===== src/rtl/ed_pkg.sv =====
`default_nettype none

package ed_pkg;

   localparam int DEFAULT_MAX_DIMS    = 64;
   localparam int DEFAULT_COORD_WIDTH = 24;

   // fixed field widths of the channels
   localparam int COORD_PORT_W = 24;
   localparam int DIST_W       = 28;

   // unsigned Q54.0 (integer) accumulator and its square root
   localparam int SUM_W  = 54;
   localparam int ROOT_W = SUM_W / 2;
   localparam int REM_W  = ROOT_W + 3;
   localparam int STEP_W = $clog2(ROOT_W);

   localparam logic [SUM_W-1:0] SUM_MAX = '1;

   // result queue between accumulator and root unit
   localparam int QUEUE_DEPTH = 4;
   localparam int QPTR_W      = $clog2(QUEUE_DEPTH);
   localparam int LEVEL_W     = $clog2(QUEUE_DEPTH + 1);

   typedef struct packed {
      logic [SUM_W-1:0] sum;
      logic             saturated;
   } ed_entry_type;

   typedef struct packed {
      logic         valid;
      ed_entry_type entry;
   } ed_push_type;

   typedef enum logic [1:0] {
      ROOT_IDLE,
      ROOT_RUN,
      ROOT_DONE
   } root_state_type;

endpackage

`default_nettype wire


===== src/rtl/euclidean_distance.sv =====
// channel   direction  payload                                   handshake
// req_      in         coord_a[23:0], coord_b[23:0], last_pair   req_valid / req_ready
// rsp_      out        distance[27:0], saturated                 rsp_valid / rsp_ready
//
// Pairs enter at one per cycle while req_ready is high, through a three-stage pipe
// (difference, square, accumulate). A closing pair drops its sum into a four-entry
// queue. The square root unit resolves one result bit per cycle: it loads a sum,
// iterates, hands the root to the output once that is free, then loads another.
// req_ready drops while the queue and the closing pairs in flight fill it.
// Synchronous reset clears the sum, count, flag, queue and output valid.
`default_nettype none

module euclidean_distance import ed_pkg::*; #(
   parameter int MAX_DIMS    = DEFAULT_MAX_DIMS,
   parameter int COORD_WIDTH = DEFAULT_COORD_WIDTH
) (
   input  logic                    clock,
   input  logic                    reset,
   input  logic                    req_valid,
   output logic                    req_ready,
   input  logic [COORD_PORT_W-1:0] req_coord_a,
   input  logic [COORD_PORT_W-1:0] req_coord_b,
   input  logic                    req_last_pair,
   output logic                    rsp_valid,
   input  logic                    rsp_ready,
   output logic [DIST_W-1:0]       rsp_distance,
   output logic                    rsp_saturated
);

   ed_push_type        push;
   ed_entry_type       head;
   logic               not_empty;
   logic               pop;
   logic [LEVEL_W-1:0] level;

   ed_front #(
      .MAX_DIMS    (MAX_DIMS),
      .COORD_WIDTH (COORD_WIDTH)
   ) u_front (
      .clock         (clock),
      .reset         (reset),
      .req_valid     (req_valid),
      .req_ready     (req_ready),
      .req_coord_a   (req_coord_a),
      .req_coord_b   (req_coord_b),
      .req_last_pair (req_last_pair),
      .queue_level   (level),
      .push          (push)
   );

   ed_queue u_queue (
      .clock     (clock),
      .reset     (reset),
      .push      (push),
      .pop       (pop),
      .head      (head),
      .not_empty (not_empty),
      .level     (level)
   );

   ed_root u_root (
      .clock         (clock),
      .reset         (reset),
      .head          (head),
      .not_empty     (not_empty),
      .pop           (pop),
      .rsp_valid     (rsp_valid),
      .rsp_ready     (rsp_ready),
      .rsp_distance  (rsp_distance),
      .rsp_saturated (rsp_saturated)
   );

endmodule

`default_nettype wire


===== src/rtl/ed_front.sv =====
`default_nettype none

module ed_front import ed_pkg::*; #(
   parameter int MAX_DIMS    = DEFAULT_MAX_DIMS,
   parameter int COORD_WIDTH = DEFAULT_COORD_WIDTH
) (
   input  logic                    clock,
   input  logic                    reset,
   input  logic                    req_valid,
   output logic                    req_ready,
   input  logic [COORD_PORT_W-1:0] req_coord_a,
   input  logic [COORD_PORT_W-1:0] req_coord_b,
   input  logic                    req_last_pair,
   input  logic [LEVEL_W-1:0]      queue_level,
   output ed_push_type             push
);

   localparam int DIFF_W = COORD_WIDTH + 1;
   localparam int SQ_W   = 2 * DIFF_W;
   localparam int CNT_W  = $clog2(MAX_DIMS + 1);

   logic              accept;
   logic [DIFF_W-1:0] a_ext;
   logic [DIFF_W-1:0] b_ext;
   logic [DIFF_W-1:0] diff;
   logic [DIFF_W-1:0] mag;
   logic [LEVEL_W:0]  occupancy;

   logic              s1_valid_ff, s1_valid_in;
   logic              s1_last_ff;
   logic [DIFF_W-1:0] s1_mag_ff;

   logic              s2_valid_ff, s2_valid_in;
   logic              s2_last_ff;
   logic [SQ_W-1:0]   s2_sq_ff;

   logic [SUM_W-1:0]  sum_ff, sum_in;
   logic [CNT_W-1:0]  count_ff, count_in;
   logic              ovf_ff, ovf_in;

   logic [SUM_W-1:0]  sum_next;
   logic [CNT_W-1:0]  count_next;
   logic              ovf_next;
   logic [SUM_W:0]    total;
   logic              at_limit;

   // only the low COORD_WIDTH bits count, sign-extended
   assign a_ext = DIFF_W'($signed(req_coord_a[COORD_WIDTH-1:0]));
   assign b_ext = DIFF_W'($signed(req_coord_b[COORD_WIDTH-1:0]));
   assign diff  = a_ext - b_ext;
   assign mag   = diff[DIFF_W-1] ? (~diff + 1'b1) : diff;

   // reserve a queue slot for every closing pair still in the pipe
   assign occupancy = (LEVEL_W+1)'(queue_level)
                    + (LEVEL_W+1)'(s1_valid_ff & s1_last_ff)
                    + (LEVEL_W+1)'(s2_valid_ff & s2_last_ff);
   assign req_ready = occupancy < (LEVEL_W+1)'(QUEUE_DEPTH);
   assign accept    = req_valid && req_ready;

   assign s1_valid_in = accept;
   assign s2_valid_in = s1_valid_ff;

   always_ff @(posedge clock) begin
      if (reset) begin
         s1_valid_ff <= 1'b0;
         s2_valid_ff <= 1'b0;
      end else begin
         s1_valid_ff <= s1_valid_in;
         s2_valid_ff <= s2_valid_in;
      end
   end

   always_ff @(posedge clock) begin
      s1_mag_ff  <= mag;
      s1_last_ff <= req_last_pair;
      s2_sq_ff   <= s1_mag_ff * s1_mag_ff;
      s2_last_ff <= s1_last_ff;
   end

   assign total    = {1'b0, sum_ff} + {1'b0, SUM_W'(s2_sq_ff)};
   assign at_limit = count_ff >= CNT_W'(MAX_DIMS);

   always_comb begin
      sum_next   = sum_ff;
      count_next = count_ff;
      ovf_next   = ovf_ff;
      if (at_limit) begin
         sum_next = SUM_MAX;
         ovf_next = 1'b1;
      end else begin
         count_next = count_ff + 1'b1;
         if (ovf_ff || total[SUM_W]) begin
            sum_next = SUM_MAX;
            ovf_next = 1'b1;
         end else begin
            sum_next = total[SUM_W-1:0];
         end
      end
   end

   always_comb begin
      sum_in   = sum_ff;
      count_in = count_ff;
      ovf_in   = ovf_ff;
      if (s2_valid_ff) begin
         if (s2_last_ff) begin
            sum_in   = '0;
            count_in = '0;
            ovf_in   = 1'b0;
         end else begin
            sum_in   = sum_next;
            count_in = count_next;
            ovf_in   = ovf_next;
         end
      end
   end

   always_ff @(posedge clock) begin
      if (reset) begin
         sum_ff   <= '0;
         count_ff <= '0;
         ovf_ff   <= 1'b0;
      end else begin
         sum_ff   <= sum_in;
         count_ff <= count_in;
         ovf_ff   <= ovf_in;
      end
   end

   assign push.valid           = s2_valid_ff & s2_last_ff;
   assign push.entry.sum       = sum_next;
   assign push.entry.saturated = ovf_next;

endmodule

`default_nettype wire


===== src/rtl/ed_queue.sv =====
`default_nettype none

module ed_queue import ed_pkg::*; (
   input  logic               clock,
   input  logic               reset,
   input  ed_push_type        push,
   input  logic               pop,
   output ed_entry_type       head,
   output logic               not_empty,
   output logic [LEVEL_W-1:0] level
);

   ed_entry_type         entries_ff [QUEUE_DEPTH];
   logic [QPTR_W-1:0]    wr_ptr_ff, wr_ptr_in;
   logic [QPTR_W-1:0]    rd_ptr_ff, rd_ptr_in;
   logic [LEVEL_W-1:0]   level_ff, level_in;
   logic                 do_pop;

   assign do_pop = pop && (level_ff != '0);

   always_comb begin
      wr_ptr_in = wr_ptr_ff;
      rd_ptr_in = rd_ptr_ff;
      level_in  = level_ff;
      if (push.valid) begin
         wr_ptr_in = wr_ptr_ff + 1'b1;
      end
      if (do_pop) begin
         rd_ptr_in = rd_ptr_ff + 1'b1;
      end
      if (push.valid && !do_pop) begin
         level_in = level_ff + 1'b1;
      end else if (!push.valid && do_pop) begin
         level_in = level_ff - 1'b1;
      end
   end

   always_ff @(posedge clock) begin
      if (reset) begin
         wr_ptr_ff <= '0;
         rd_ptr_ff <= '0;
         level_ff  <= '0;
      end else begin
         wr_ptr_ff <= wr_ptr_in;
         rd_ptr_ff <= rd_ptr_in;
         level_ff  <= level_in;
      end
   end

   always_ff @(posedge clock) begin
      if (push.valid) begin
         entries_ff[wr_ptr_ff] <= push.entry;
      end
   end

   assign head      = entries_ff[rd_ptr_ff];
   assign not_empty = level_ff != '0;
   assign level     = level_ff;

endmodule

`default_nettype wire


===== src/rtl/ed_root.sv =====
`default_nettype none

module ed_root import ed_pkg::*; (
   input  logic              clock,
   input  logic              reset,
   input  ed_entry_type      head,
   input  logic              not_empty,
   output logic              pop,
   output logic              rsp_valid,
   input  logic              rsp_ready,
   output logic [DIST_W-1:0] rsp_distance,
   output logic              rsp_saturated
);

   root_state_type      state_ff, state_in;

   logic [SUM_W-1:0]    rad_ff, rad_in;
   logic [REM_W-1:0]    rem_ff, rem_in;
   logic [ROOT_W-1:0]   root_ff, root_in;
   logic [STEP_W-1:0]   step_ff, step_in;
   logic                sat_ff;

   logic                rsp_valid_ff, rsp_valid_in;
   logic [DIST_W-1:0]   rsp_distance_ff;
   logic                rsp_saturated_ff;

   logic                load;
   logic                iterate;
   logic                store;
   logic                last_step;
   logic                out_free;

   logic [REM_W-1:0]    rem_shift;
   logic [REM_W-1:0]    trial;
   logic                fits;

   assign last_step = step_ff == STEP_W'(ROOT_W - 1);
   assign out_free  = !rsp_valid_ff || rsp_ready;

   always_comb begin
      state_in = state_ff;
      unique case (state_ff)
         ROOT_IDLE: if (not_empty) state_in = ROOT_RUN;
         ROOT_RUN:  if (last_step) state_in = ROOT_DONE;
         ROOT_DONE: if (out_free)  state_in = ROOT_IDLE;
         default:   state_in = ROOT_IDLE;
      endcase
   end

   always_comb begin
      load    = 1'b0;
      iterate = 1'b0;
      store   = 1'b0;
      unique case (state_ff)
         ROOT_IDLE: load    = not_empty;
         ROOT_RUN:  iterate = 1'b1;
         ROOT_DONE: store   = out_free;
         default: begin
            load    = 1'b0;
            iterate = 1'b0;
            store   = 1'b0;
         end
      endcase
   end

   assign pop = load;

   always_ff @(posedge clock) begin
      if (reset) begin
         state_ff <= ROOT_IDLE;
      end else begin
         state_ff <= state_in;
      end
   end

   // one result bit per cycle: bring down two radicand bits, try root*4+1
   assign rem_shift = {rem_ff[REM_W-3:0], rad_ff[SUM_W-1 -: 2]};
   assign trial     = REM_W'({root_ff, 2'b01});
   assign fits      = rem_shift >= trial;

   always_comb begin
      rad_in  = rad_ff;
      rem_in  = rem_ff;
      root_in = root_ff;
      step_in = step_ff;
      if (load) begin
         rad_in  = head.sum;
         rem_in  = '0;
         root_in = '0;
         step_in = '0;
      end else if (iterate) begin
         rad_in  = {rad_ff[SUM_W-3:0], 2'b00};
         rem_in  = fits ? (rem_shift - trial) : rem_shift;
         root_in = {root_ff[ROOT_W-2:0], fits};
         step_in = step_ff + 1'b1;
      end
   end

   always_ff @(posedge clock) begin
      rad_ff  <= rad_in;
      rem_ff  <= rem_in;
      root_ff <= root_in;
      step_ff <= step_in;
      if (load) begin
         sat_ff <= head.saturated;
      end
   end

   always_comb begin
      rsp_valid_in = rsp_valid_ff;
      if (store) begin
         rsp_valid_in = 1'b1;
      end else if (rsp_ready) begin
         rsp_valid_in = 1'b0;
      end
   end

   always_ff @(posedge clock) begin
      if (reset) begin
         rsp_valid_ff <= 1'b0;
      end else begin
         rsp_valid_ff <= rsp_valid_in;
      end
   end

   always_ff @(posedge clock) begin
      if (store) begin
         rsp_distance_ff  <= DIST_W'(root_ff);
         rsp_saturated_ff <= sat_ff;
      end
   end

   assign rsp_valid     = rsp_valid_ff;
   assign rsp_distance  = rsp_distance_ff;
   assign rsp_saturated = rsp_saturated_ff;

endmodule

`default_nettype wire


===== config.mk =====
export PLATFORM = sky130hd
export DESIGN_NAME = euclidean_distance
export DESIGN_NICKNAME = d
export VERILOG_FILES = /design/src/rtl/ed_pkg.sv /design/src/rtl/euclidean_distance.sv /design/src/rtl/ed_front.sv /design/src/rtl/ed_queue.sv /design/src/rtl/ed_root.sv
export SDC_FILE = /design/constraint.sdc
export NUM_CORES = 2
export LEC_CHECK = 0
export ABC_AREA = 1
export BUFFER_PORTS_ARGS = -buffer_cell sky130_fd_sc_hd__buf_2
export CORE_AREA = 2 2 290 292
export CTS_BUF_LIST = sky130_fd_sc_hd__clkbuf_4 sky130_fd_sc_hd__clkbuf_8 sky130_fd_sc_hd__clkbuf_16
export DETAILED_ROUTE_END_ITERATION = 10
export DIE_AREA = 0 0 292 294
export PLACE_DENSITY = 0.71
export SYNTH_ARGS = -nofsm -noshare
export SYNTH_HDL_FRONTEND = slang
export SYNTH_SLANG_ARGS = --single-unit

===== constraint.sdc =====
create_clock -name clock -period 8.9 [get_ports clock]
set_input_delay 1.335 -clock clock [delete_from_list [all_inputs] [get_ports clock]]
set_output_delay 1.335 -clock clock [all_outputs]
set_load 0.1 [all_outputs]

==> results.sh <==
export IMPL_worstSetupPathType="reg -> reg"
export IMPL_gr_total_overflow=0
export IMPL_grt_pass1_vias=35500
export IMPL_clock_sinks=515
export IMPL_ys_ff_latch=515
export IMPL_clk_path_buf_depth=3
export IMPL_syn_to_final_growth_pct=6.994
export IMPL_clkLatencyLatePin_ps=630
export IMPL_cp_arrival_ps=8130
export IMPL_dr_first_iter_drc_count=2255
export IMPL_relSlewSlack_pct=15.45
export IMPL_setup_violations=0
export IMPL_synth_top_family_by_area="adder cells"
export IMPL_rsz0062_at_grt="false"
export IMPL_htreeDepth=2
export IMPL_synth_compound_area_share_pct=8.320
export IMPL_synthTopCellsByCount="1258 x inv_1, 1172 x nand2_1, 573 x nor2_1"
export IMPL_cts_tree="yes"
export IMPL_layout_nets=6381
export IMPL_ys_seq_area_share_pct=29.58
export IMPL_yosys_area_top_type_share_pct=20.82
export IMPL_fmax_mhz=131.3
export IMPL_synthAdderAreaFrac_pct=29.20
export IMPL_finalHoldViolCount=0
export IMPL_start_kind="flop"
export IMPL_tns_ps=0
export IMPL_fin_crit_sh_pct=85.57
export IMPL_gp_routability_congestion=0.9616
export IMPL_whs_ps=418.3
export IMPL_diodes=0
export IMPL_slew_viol_final=0
export IMPL_core_area_um2=82890
export IMPL_worst_slew_pin_slew_ps=1267
export IMPL_drc=0
export IMPL_drive_gt1_share_pct=5.444
export IMPL_routedWlPerCell_um=16.64
export IMPL_async_reset_ff_share_pct=0
export IMPL_rrSetupSlack_ps=1280
export IMPL_globalRouteTotalUtil_pct=26.40
export IMPL_grt_max_degree=103
export IMPL_r2r_start="u_front.s1_mag_ff[17]"
export IMPL_design_portCount=84
export IMPL_ant_nets=0
export IMPL_fin_skew_ps=41.15
export IMPL_synth_xor_area_share_pct=2.272
export IMPL_drv_cap=0
export IMPL_worst_setup_path_end_kind="flop"
export IMPL_min_delay_start="u_root.sat_ff"
export IMPL_dr_pass1_iters=7
export IMPL_hpwl_um=86390
export IMPL_path_max_fanout=25
export IMPL_row_count=106
export IMPL_cp_data_required_time_ps=9420
export IMPL_synth_main_ff_cell="edfxtp_1"
export IMPL_die_w_um=292
export IMPL_grt_pass1_wl_um=182500
export IMPL_synth_mux_area_share_pct=0
export IMPL_hp_class="reg -> reg"
export IMPL_hold_buffers=0
export IMPL_status="finished, final reports clean"
export IMPL_finalCriticalPeriod_ps=7616
export IMPL_synth_edf_count=303
export IMPL_synth_simple_gate_area_share_pct=18.57
export IMPL_avgSynthCellArea_um2=8.122
export IMPL_clkTransAtPathRegs_ps=60
export IMPL_port_buffers=82
export IMPL_ys_warn_count=0
export IMPL_synth_cells=5553
export IMPL_wirelength_um=111200
export IMPL_synth_distinct_cells=51
export IMPL_syn_area_um2=45100
export IMPL_startpoint="u_front.s1_mag_ff[17]"
export IMPL_ys_top_cells_by_area="fa_1 21%, edfxtp_1 20%, inv_1 10%, nand2_1 9.8%, dfxtp_1 9.4%"
export IMPL_dieArea_um2=85850
export IMPL_viasPerCell=5.237
export IMPL_grt_antenna_before_repair=1
export IMPL_postCtsSetupRepairBufs=0
export IMPL_start_util_pct=54.41
export IMPL_cts_root_buf="clkbuf_16"
export IMPL_yosys_area_top_type="fa_1"
export IMPL_cts_resized=0
export IMPL_die_y_um=294
export IMPL_synthMostInstantiatedCell="inv_1"
export IMPL_vias=34990
export IMPL_numCtsBuffers=53
export IMPL_synth_nets=6377
==> final timing paths <==
check,end,depth (start not counted)
min,u_root.rsp_saturated,0
min reg2reg,u_root.rsp_saturated,0
max,u_front.s2_sq_ff[45],21
max reg2reg,u_front.s2_sq_ff[45],21
==> per-stage QoR <==
step	utilization (%)	area, µm²	worst slack, ps	instances
6_report	58.21	48260	1284	6682
5_1_grt	58.21	48260	972.4	6682
4_1_cts	58.21	48260	1338	6682
3_5_place_dp	56.01	46430	1390	6582
3_3_place_gp	56.01	46430	1358	6582
2_1_floorplan	-	45100	2678	5553
==> sequential cells by signal, indices dropped and copies added (netlist names), 3 cells and up, named ones only <==
register	count
u_front.count_ff	7
u_front.s1_mag_ff	25
u_front.s2_sq_ff	49
u_front.sum_ff	54
u_queue.entries_ff	220
u_queue.level	3
u_root.rad_ff	54
u_root.rem_ff	28
u_root.root_ff	27
u_root.rsp_distance	27
u_root.step_ff	5
==> routing by layer <==
layer  share of wire (%)  vias up  GRT usage [%]
li1                    -    17160              -
met1                  44    16740          34.73
met2                  49      904          46.88
met3                 4.7      189          2.160
met4                 2.6        0          7.242
met5                   0        -              0
==> cells in the final DEF, fill, tap and decap left out, types with 13 or more instances in the layout <==
cell	n
nand2_2	20
a21o_1	13
fa_1	469
a22oi_1	26
nand2_1	1172
nand4_1	48
dfxtp_1	210
nand3_2	28
ha_1	302
xor2_1	82
nor2_1	565
buf_4	26
clkbuf_4	13
edfxtp_1	303
nand3_1	141
a21oi_1	266
nor3_1	28
buf_2	82
inv_1	1255
o21ai_0	228
a31oi_1	81
xnor2_1	35
clkbuf_16	56
o21bai_1	14
==> critical path, stage by stage (launching register included) <==
cell and delay [ps]:
dfxtp_1 1110, nand2_1 300, fa_1 600, inv_1 60, fa_1 520, inv_1 60
fa_1 460, fa_1 490, inv_1 60, fa_1 510, fa_1 540, inv_1 80
fa_1 540, inv_1 40, ha_1 390, nand2_1 100, nor2_1 250, inv_1 170
nor4_1 600, nand3_1 230, nand3_1 190, xor2_1 160
==> layout make-up <==
cell class	instances	area (µm²)
Inverter	1266	4752
Timing Repair Buffer	108	605.6
Tap cell	1080	1351
Fill cell	7462	34640
Clock buffer	73	1554
Clock inverter	27	271.5
Sequential cell	515	13350
Multi-Input combinational cell	3613	26370
==> logic make-up (layout without fill, tap and decap cells) <==
group                    count (synthesis)  count (layout)
AND/OR/NAND/NOR                       2048            2048
XOR/XNOR                               117             117
adder cells (fa/ha/maj)                771             771
buffers and inverters                 1425            1474
AO/OA/AOI/OAI                          676             676
flip-flops                             515             515
other                                    1               1
Power is left out: the tool's default activity adds up to more than one toggle a clock period on the data nets, which glitch-free logic cannot reach.
